==> config.mk <==
export PLATFORM = sky130hd
export DESIGN_NAME = fir_filter_complex_real_taps_top
export DESIGN_NICKNAME = d
export VERILOG_FILES = /design/src/design/fir_crt_pkg.sv /design/src/design/fir_filter_complex_real_taps_top.sv
export VERILOG_INCLUDE_DIRS = /design/src /design/src/design
export SDC_FILE = /design/constraint.sdc
export NUM_CORES = 2
export LEC_CHECK = 0
export ABC_CLOCK_PERIOD_IN_PS = 15000
export BUFFER_PORTS_ARGS = -buffer_cell sky130_fd_sc_hd__buf_2
export CAP_MARGIN = 25
export CORE_ASPECT_RATIO = 0.7
export CORE_MARGIN = 10
export CORE_UTILIZATION = 55
export DETAILED_ROUTE_END_ITERATION = 8
export MAX_ROUTING_LAYER = met4
export PLACE_DENSITY_LB_ADDON = 0.08
export SETUP_SLACK_MARGIN = 0.3
export SLEW_MARGIN = 30
export SYNTH_ARGS = -nofsm -noshare
export SYNTH_HDL_FRONTEND = slang
export SYNTH_SLANG_ARGS = --single-unit
==> constraint.sdc <==
create_clock -name i_clk -period 15 [get_ports i_clk]
set_input_delay 0.75 -clock i_clk [delete_from_list [all_inputs] [get_ports i_clk]]
set_output_delay 0.75 -clock i_clk [all_outputs]
set_load 0.02 [all_outputs]
==> src/design/assert_macros.svh <==
// Assertion macros for the RTL of the FIR filter block.
`ifndef ASSERT_MACROS_SVH
`define ASSERT_MACROS_SVH
`ifndef SYNTHESIS
// Invariant checked on every rising clock edge outside reset.
`define FCR_ASSERT(label, cond) \
    label: assert property (@(posedge i_clk) disable iff (!i_rst_n) (cond)) \
        else $error("fir filter invariant violated");
// Implication checked on every rising clock edge outside reset.
`define FCR_ASSERT_IMP(label, ante, cons) \
    label: assert property (@(posedge i_clk) disable iff (!i_rst_n) (ante) |-> (cons)) \
        else $error("fir filter implication violated");
`else
`define FCR_ASSERT(label, cond)
`define FCR_ASSERT_IMP(label, ante, cons)
`endif
`endif

==> src/design/fir_crt_pkg.sv <==
// Constants and register codes for the complex FIR filter with real taps.
`default_nettype none
package fir_crt_pkg;

    // Tap format: signed Q1.15, four taps per 64-bit bank
    localparam int TAP_BITS      = 16;
    localparam int TAP_REGS      = 16;
    localparam int TAPS_PER_BANK = 4;
    localparam int NUM_BANKS     = 4;
    localparam int BANK_BITS     = 64;
    localparam int FRAC_BITS     = 15;
    localparam int TIU_BITS      = 5;
    localparam int CFG_IDX_BITS  = 3;

    // Configuration register indexes
    localparam logic [CFG_IDX_BITS-1:0] CFG_TAP_BANK_0  = 3'd0;
    localparam logic [CFG_IDX_BITS-1:0] CFG_TAP_BANK_3  = 3'd3;
    localparam logic [CFG_IDX_BITS-1:0] CFG_TAPS_IN_USE = 3'd4;

    // Reset values
    localparam logic [BANK_BITS-1:0] BANK0_RESET = 64'd32767;
    localparam logic [BANK_BITS-1:0] BANK_RESET  = 64'd0;
    localparam logic [TIU_BITS-1:0]  TIU_RESET   = 5'd1;

    typedef logic [BANK_BITS-1:0] t_bank;
    typedef logic signed [TAP_BITS-1:0] t_tap;

endpackage
`default_nettype wire

==> src/design/fir_filter_complex_real_taps_top.sv <==
// FIR filter, complex samples with real taps, bit-serial multiply-accumulate.
// Each sample is filtered over N taps, N = taps in use (1..16); a new sample
// is accepted only once the last result has loaded into the output register.
// Each tap takes a history memory read, then shift-add steps, one tap bit per
// cycle, MSB first; a stalled output register holds the sequencer in its output state.
// Reset (i_rst_n low, synchronous) clears the history valid bits, the slot
// pointer and the handshake state, and loads the tap registers' reset values.
`default_nettype none
`include "assert_macros.svh"
module fir_filter_complex_real_taps_top #(
    parameter int MAX_TAPS    = 16,
    parameter int SAMPLE_BITS = 16
) (
    input  wire logic                                  i_clk,
    input  wire logic                                  i_rst_n,
    // Configuration write channel
    input  wire logic                                  i_cfg_valid,
    output logic                                       o_cfg_ready,
    input  wire logic [fir_crt_pkg::CFG_IDX_BITS-1:0]  i_cfg_index,
    input  wire logic [fir_crt_pkg::BANK_BITS-1:0]     i_cfg_data,
    // Sample input stream
    input  wire logic                                  s_axis_tvalid,
    output logic                                       s_axis_tready,
    // tdata: sample_i, sample_q (low to high), zero padded to bytes
    input  wire logic [((2*SAMPLE_BITS+7)/8)*8-1:0]    s_axis_tdata,
    // Result output stream
    output logic                                       m_axis_tvalid,
    input  wire logic                                  m_axis_tready,
    // tdata: out_i, out_q (low to high), zero padded to bytes
    output logic [((2*SAMPLE_BITS+7)/8)*8-1:0]         m_axis_tdata,
    // tuser: clipped
    output logic                                       m_axis_tuser
);
    import fir_crt_pkg::*;

    localparam int SB        = SAMPLE_BITS;
    localparam int DATA_W    = ((2*SAMPLE_BITS+7)/8)*8;
    localparam int SLOT_W    = (MAX_TAPS > 1) ? $clog2(MAX_TAPS) : 1;
    localparam int PROD_W    = SB + TAP_BITS + 1;
    localparam int ACC_W     = SB + TAP_BITS + 4;
    localparam int RND_W     = ACC_W + 1;
    localparam int SHR_W     = RND_W - FRAC_BITS;
    localparam int TAP_IDX_W = $clog2(TAP_REGS);
    localparam int BIT_W     = $clog2(TAP_BITS);
    localparam logic [TIU_BITS-1:0] TAP_LIMIT =
        TIU_BITS'((MAX_TAPS < TAP_REGS) ? MAX_TAPS : TAP_REGS);
    localparam logic [SLOT_W-1:0] SLOT_LAST = SLOT_W'(MAX_TAPS - 1);
    localparam logic signed [SHR_W-1:0] SAT_HI = SHR_W'((64'sd1 <<< (SB-1)) - 64'sd1);
    localparam logic signed [SHR_W-1:0] SAT_LO = -SAT_HI - SHR_W'(1);
    localparam logic signed [RND_W-1:0] RND_HALF = RND_W'(64'sd1 <<< (FRAC_BITS-1));

    typedef enum logic [2:0] {S_IDLE, S_READ, S_MAC, S_ACC, S_OUT} t_state;

    // Registers
    t_state                    r_state;
    t_bank                     r_tap_bank [NUM_BANKS];
    logic [TIU_BITS-1:0]       r_taps_in_use;
    logic [MAX_TAPS-1:0]       r_hist_vld;
    logic [2*SB-1:0]           r_hist_mem [MAX_TAPS];
    logic [SLOT_W-1:0]         r_newest;
    logic [SLOT_W-1:0]         r_rd_slot;
    logic [2*SB-1:0]           r_rd_word;
    logic                      r_rd_live;
    logic [TAP_IDX_W-1:0]      r_tap_idx;
    logic [TAP_BITS-1:0]       r_tap_sr;
    logic [BIT_W-1:0]          r_bit;
    logic signed [PROD_W-1:0]  r_prod_i, r_prod_q;
    logic signed [ACC_W-1:0]   r_acc_i, r_acc_q;
    logic signed [SB-1:0]      r_out_i, r_out_q;
    logic                      r_out_clip;
    logic                      r_out_vld;

    // Next values / combinational
    logic                      in_beat;
    logic [SLOT_W-1:0]         n_slot;
    logic [SLOT_W-1:0]         prev_rd_slot;
    logic [TIU_BITS-1:0]       n_eff;
    logic                      last_tap;
    t_tap                      tap_sel;
    logic signed [SB-1:0]      smp_i, smp_q;
    logic signed [PROD_W-1:0]  add_i, add_q;
    logic signed [PROD_W-1:0]  n_prod_i, n_prod_q;
    logic signed [RND_W-1:0]   rnd_i, rnd_q;
    logic signed [SHR_W-1:0]   shr_i, shr_q;
    logic signed [SB-1:0]      sat_i, sat_q;
    logic                      clip_i, clip_q;

    assign o_cfg_ready   = 1'b1;
    assign s_axis_tready = (r_state == S_IDLE);
    assign in_beat       = s_axis_tvalid && s_axis_tready;
    assign m_axis_tvalid = r_out_vld;
    assign m_axis_tdata  = DATA_W'({r_out_q, r_out_i});
    assign m_axis_tuser  = r_out_clip;

    // Ring pointer arithmetic, modulo the history depth
    assign n_slot       = (r_newest == SLOT_LAST) ? '0 : r_newest + SLOT_W'(1);
    assign prev_rd_slot = (r_rd_slot == '0) ? SLOT_LAST : r_rd_slot - SLOT_W'(1);

    // Effective tap count: at least one, at most the tap limit
    always_comb begin
        if (r_taps_in_use == '0) begin
            n_eff = TIU_BITS'(1);
        end else if (r_taps_in_use > TAP_LIMIT) begin
            n_eff = TAP_LIMIT;
        end else begin
            n_eff = r_taps_in_use;
        end
    end
    assign last_tap = ((TIU_BITS'(r_tap_idx) + TIU_BITS'(1)) == n_eff);

    // Tap select from the banks
    assign tap_sel = r_tap_bank[r_tap_idx[TAP_IDX_W-1:2]][r_tap_idx[1:0]*TAP_BITS +: TAP_BITS];

    // Horner step: MSB carries negative weight
    assign smp_i = r_rd_live ? r_rd_word[SB-1:0]    : '0;
    assign smp_q = r_rd_live ? r_rd_word[2*SB-1:SB] : '0;
    always_comb begin
        add_i = '0;
        add_q = '0;
        if (r_tap_sr[TAP_BITS-1]) begin
            if (r_bit == '0) begin
                add_i = -PROD_W'(smp_i);
                add_q = -PROD_W'(smp_q);
            end else begin
                add_i = PROD_W'(smp_i);
                add_q = PROD_W'(smp_q);
            end
        end
    end
    assign n_prod_i = (r_prod_i <<< 1) + add_i;
    assign n_prod_q = (r_prod_q <<< 1) + add_q;

    // Round half up, drop fraction bits, saturate
    assign rnd_i = RND_W'(r_acc_i) + RND_HALF;
    assign rnd_q = RND_W'(r_acc_q) + RND_HALF;
    assign shr_i = SHR_W'(rnd_i >>> FRAC_BITS);
    assign shr_q = SHR_W'(rnd_q >>> FRAC_BITS);
    always_comb begin
        clip_i = 1'b0;
        clip_q = 1'b0;
        sat_i  = SB'(shr_i);
        sat_q  = SB'(shr_q);
        if (shr_i > SAT_HI) begin
            sat_i  = SB'(SAT_HI);
            clip_i = 1'b1;
        end else if (shr_i < SAT_LO) begin
            sat_i  = SB'(SAT_LO);
            clip_i = 1'b1;
        end
        if (shr_q > SAT_HI) begin
            sat_q  = SB'(SAT_HI);
            clip_q = 1'b1;
        end else if (shr_q < SAT_LO) begin
            sat_q  = SB'(SAT_LO);
            clip_q = 1'b1;
        end
    end

    // Configuration registers
    always_ff @(posedge i_clk) begin
        if (!i_rst_n) begin
            r_tap_bank[0] <= BANK0_RESET;
            for (int b = 1; b < NUM_BANKS; b++) begin
                r_tap_bank[b] <= BANK_RESET;
            end
            r_taps_in_use <= TIU_RESET;
        end else if (i_cfg_valid) begin
            case (i_cfg_index) inside
                [CFG_TAP_BANK_0:CFG_TAP_BANK_3]: r_tap_bank[i_cfg_index[1:0]] <= i_cfg_data;
                CFG_TAPS_IN_USE:                 r_taps_in_use <= i_cfg_data[TIU_BITS-1:0];
                default: ;
            endcase
        end
    end

    // History memory: one write per accepted beat, one registered read per tap
    always_ff @(posedge i_clk) begin
        if (in_beat) begin
            r_hist_mem[n_slot] <= s_axis_tdata[2*SB-1:0];
        end
        if (r_state == S_READ) begin
            r_rd_word <= r_hist_mem[r_rd_slot];
        end
    end

    // Control sequencer, datapath registers and output register
    always_ff @(posedge i_clk) begin
        if (!i_rst_n) begin
            r_state    <= S_IDLE;
            r_hist_vld <= '0;
            r_newest   <= '0;
            r_out_vld  <= 1'b0;
            r_bit      <= '0;
        end else begin
            // Output valid: set when a result loads, cleared by a taken beat
            if (r_state == S_OUT && (!r_out_vld || m_axis_tready)) begin
                r_out_vld <= 1'b1;
            end else if (m_axis_tready) begin
                r_out_vld <= 1'b0;
            end
            case (r_state)
                S_IDLE: begin
                    if (in_beat) begin
                        r_newest           <= n_slot;
                        r_rd_slot          <= n_slot;
                        r_hist_vld[n_slot] <= 1'b1;
                        r_tap_idx          <= '0;
                        r_prod_i           <= '0;
                        r_prod_q           <= '0;
                        r_acc_i            <= '0;
                        r_acc_q            <= '0;
                        r_state            <= S_READ;
                    end
                end
                S_READ: begin
                    r_rd_live <= r_hist_vld[r_rd_slot];
                    r_rd_slot <= prev_rd_slot;
                    r_tap_sr  <= tap_sel;
                    r_acc_i   <= r_acc_i + ACC_W'(r_prod_i);
                    r_acc_q   <= r_acc_q + ACC_W'(r_prod_q);
                    r_prod_i  <= '0;
                    r_prod_q  <= '0;
                    r_bit     <= '0;
                    r_state   <= S_MAC;
                end
                S_MAC: begin
                    r_prod_i <= n_prod_i;
                    r_prod_q <= n_prod_q;
                    r_tap_sr <= r_tap_sr << 1;
                    r_bit    <= r_bit + BIT_W'(1);
                    if (r_bit == BIT_W'(TAP_BITS - 1)) begin
                        if (last_tap) begin
                            r_state <= S_ACC;
                        end else begin
                            r_tap_idx <= r_tap_idx + TAP_IDX_W'(1);
                            r_state   <= S_READ;
                        end
                    end
                end
                S_ACC: begin
                    r_acc_i <= r_acc_i + ACC_W'(r_prod_i);
                    r_acc_q <= r_acc_q + ACC_W'(r_prod_q);
                    r_state <= S_OUT;
                end
                S_OUT: begin
                    if (!r_out_vld || m_axis_tready) begin
                        r_out_i    <= sat_i;
                        r_out_q    <= sat_q;
                        r_out_clip <= clip_i || clip_q;
                        r_state    <= S_IDLE;
                    end
                end
                default: r_state <= S_IDLE;
            endcase
        end
    end

    // Checks
    `FCR_ASSERT(a_tap_in_range, (r_state != S_MAC) || (TIU_BITS'(r_tap_idx) < n_eff))
    `FCR_ASSERT_IMP(a_read_starts_tap, r_state == S_READ, r_bit == '0)
    `FCR_ASSERT_IMP(a_beat_starts_read, in_beat, ##1 r_state == S_READ)
    `FCR_ASSERT_IMP(a_result_from_out, $rose(r_out_vld), $past(r_state == S_OUT))
    `FCR_ASSERT_IMP(a_newest_valid, r_state != S_IDLE, r_hist_vld[r_newest])

endmodule
`default_nettype wire

==> run metrics <==
status=completed; CTS tree=yes; crit path kind=flip-flop to flip-flop; setup TNS=0 ps; Worst-Margin Slew=966.0 ps; fin crit period=4802 ps; area of the mapped netlist=49,070 um^2; Routed wire per std cell=23.17 um; critical path peak fanout=7; Min Hold Slack=321.7 ps; Comb power frac=24.8%; post-synthesis sequential area ratio=62.38%; core footprint=88,240 um^2; total power=7.931 mW; clock transition at the registers of the reported paths=60 ps; Critical R2R Launch=r_rd_word[3]$_DFFE_PP_; vias in the first global route=30,740; critical path data arrival time=5210 ps; PwrDens=145.7 nW/um^2; H-tree levels=3; antenna violations before repair=8; post-layout net count=4,109; fmax=0.2082 GHz; TritonCTS buffer count=100; Post-synth ARST share=0%; setup violators final=0; Mapped Cells=3,717; GRT Total Usage=23.57%; Worst VDD drop=0.09253 mV; static leakage=20.03 nW; DR vias/cell=6.102; reg2reg end=r_prod_i[29]$_SDFFCE_PN0P_; max-slew violations=0; die width=377.0 um; die height=269.9 um; skew final=38.13 ps; DIE AREA=101,800 um^2; syn_nets=3,974; Non-Filler Instances=5,100; initial drt markers=3,154; crit path capture type=flip-flop; I/O pin count=140; synth unique cells=84; Ys Warns=0; dominant cell type by area after synthesis=edfxtp_1; Worst R2R Setup Slack=10,200 ps; hpwl dp=72.81 mm; top post-synthesis cells by count=edfxtp_1, nor2_1, nand2_1; Slew headroom=35.51%; sw frac=30.29%; FILL cells=6,682; Flop pwr share=44.7%; hold_buf cts=0; Post-Route WL=118.2 mm; Detail Route Antenna Nets=0; Post-CTS Resized=0; Place WS=10,300 ps; RePlAce Congestion=0.8784; worst min path class=primary input to flip-flop; CTS Buffer Depth=3; Worst Setup EP=r_prod_i[29]$_SDFFCE_PN0P_; final worst slack=10,200 ps; Syn-to-layout area delta=10.92%; FF+latch count, synth=1,031; Final Cycle Share=32.02%; Rows=91; top-count cell post-synth=edfxtp_1; Post-CTS Setup Bufs=0; CP Launch Point=r_rd_word[3]$_DFFE_PP_; global-route wire length before repair=181.1 mm; Placed Cells=4,911; Net Sw Power=2.403 mW; cell count of the worst reg-to-reg path=16; Worst EP required=15,410 ps; GRT overflow=0; via count=31,120; DRT Pass-1 Iters=5; RSZ-0062 raised after global routing=false; number of flops mapped to enable cells by yosys=996; Port Buffers=138; clock sink total=1,031; share of cells above drive strength 1=13.33%; DRC viols=0; main area contributors after synthesis=edfxtp_1, mux4_2, ha_1; CTS root buf=clkbuf_16; Initial Util=55.61%; post-synth top area share=60.95%; startpoint types=flip-flop; P_int=5.529 mW; most common flop cell mapped by yosys=edfxtp_1; Clock power frac=30.5%; Max Cap Viol=0; Mean Syn Cell Area=13.20 um^2; Hold Vio Cnt, Final=0; largest net degree at the start of global routing=100; clk_lat worst skew=720 ps
[sequential cells by signal, indices dropped and copies added (netlist names), 5 cells and up, named ones only]
name / cells
r_taps_in_use: 5
r_acc_q: 36
r_rd_word: 32
r_prod_i: 33
r_prod_q: 33
r_hist_mem: 512
r_tap_bank: 256
r_out_i: 16
r_hist_vld: 16
r_tap_sr: 16
r_acc_i: 36
r_out_q: 16
[power groups by stage]
stage	Clock, mW	Sequential, mW	Combinational (mW)
6_report	2.42	3.55	1.96
4_1_cts	2.47	3.54	1.96
2_1_floorplan	0	3.56	1.45
5_1_grt	2.59	3.56	2.17
3_3_place_gp	0	3.59	1.91
3_5_place_dp	0	3.60	1.95
[placed cells by master, fill, tap and decap left out, drive strengths merged, types with 6 or more instances in the layout]
cell type | synthesis | layout
nor4 | 7 | 7
nor3 | 40 | 40
or2 | 7 | 7
nand2 | 320 | 320
nand4 | 19 | 19
o31ai | 12 | 12
nand3 | 49 | 49
a31oi | 32 | 32
a21boi | 6 | 6
a21oi | 185 | 185
a211oi | 21 | 21
clkbuf | 117 | 129
edfxtp | 996 | 996
nand2b | 41 | 41
o31a | 6 | 6
o211ai | 9 | 9
diode | 0 | 7
dfxtp | 35 | 35
a22oi | 37 | 37
o21a | 23 | 23
ha | 149 | 149
o21ai | 136 | 136
a221oi | 38 | 38
xor2 | 71 | 71
nor2 | 495 | 495
nor3b | 11 | 11
mux2i | 144 | 144
mux4 | 146 | 146
inv | 128 | 132
nor2b | 17 | 17
and3 | 30 | 30
clkinv | 1 | 42
buf | 43 | 193
xnor2 | 81 | 81
and2 | 67 | 67
o21bai | 20 | 20
and4 | 6 | 6
or3 | 10 | 10
a21o | 84 | 84
[how the worst min path moves through the flow]
| stage | start | endpoint | slack [ps] | cells past startpoint |
|---|---|---|---|---|
| 3_3_place_gp | r_hist_vld[7]$_SDFFE_PN0P_ | r_hist_vld[7]$_SDFFE_PN0P_ | 450 | 2 |
| 3_5_place_dp | r_hist_vld[1]$_SDFFE_PN0P_ | r_hist_vld[1]$_SDFFE_PN0P_ | 460 | 2 |
| 4_1_cts | i_cfg_data[9] | r_tap_bank[0][9]$_SDFFCE_PN1P_ | 270 | 2 |
| 6_report | i_cfg_data[9] | r_tap_bank[0][9]$_SDFFCE_PN1P_ | 320 | 2 |
| 5_1_grt | i_cfg_data[10] | r_tap_bank[0][10]$_SDFFCE_PN1P_ | 290 | 2 |
| 2_1_floorplan | r_hist_vld[14]$_SDFFE_PN0P_ | r_hist_vld[14]$_SDFFE_PN0P_ | 430 | 2 |
[cells by family (layout without fill, tap and decap cells)]
kind of cell    after synthesis  count (layout)  synth area share (%)
fa+ha+maj                   153             153                 3.962
buf+inv                     289             503                 2.239
flops                      1031            1031                 62.38
simple gates               1138            1138                 10.28
compound gates              661             661                 8.736
mux                         292             292                 9.684
other cells                   1               8              0.007642
xor+xnor                    152             152                 2.713
[cell type report]
class	count	area (um^2)	area share, %
clock inverter	52	442.9	0.8138
clock buffer	129	2654	4.876
antenna	7	17.52	0.03218
timing repair buffer	193	1180	2.168
multi-input combinational	2397	17580	32.30
sequential	1031	30610	56.25
inverter	129	484.2	0.8897
tap	1162	1454	2.671
[stage by stage]
| stage | instance area, um^2 | util, % |
|---|---|---|
| 2_1_floorplan | 49070 | - |
| 3_3_place_gp | 51220 | 58.04 |
| 3_5_place_dp | 51280 | 58.11 |
| 4_1_cts | 54370 | 61.62 |
| 5_1_grt | 54420 | 61.68 |
| 6_report | 54430 | 61.68 |
[critical path, cell delays in order (launching register included)]
cell	delay, ps
edfxtp_1	430
nor2_1	170
nor4b_1	560
nand2b_1	240
o21a_1	240
a21oi_1	500
nor2_1	90
ha_1	390
o21ai_0	180
o21bai_1	100
a2111oi_0	450
o21bai_1	130
a31oi_1	200
a211oi_1	130
o311ai_1	420
nand3_1	110
nor3b_1	140
[routing by layer]
layer	track usage, %	share of wire [%]	up-vias
met1	33.57	45	15580
met3	4.425	7.3	164
met4	4.899	1.7	0
met2	35.43	46	1091
li1	-	-	14290
met5	-	0	-
No activity file was read; power rests on OpenSTA's default activity.
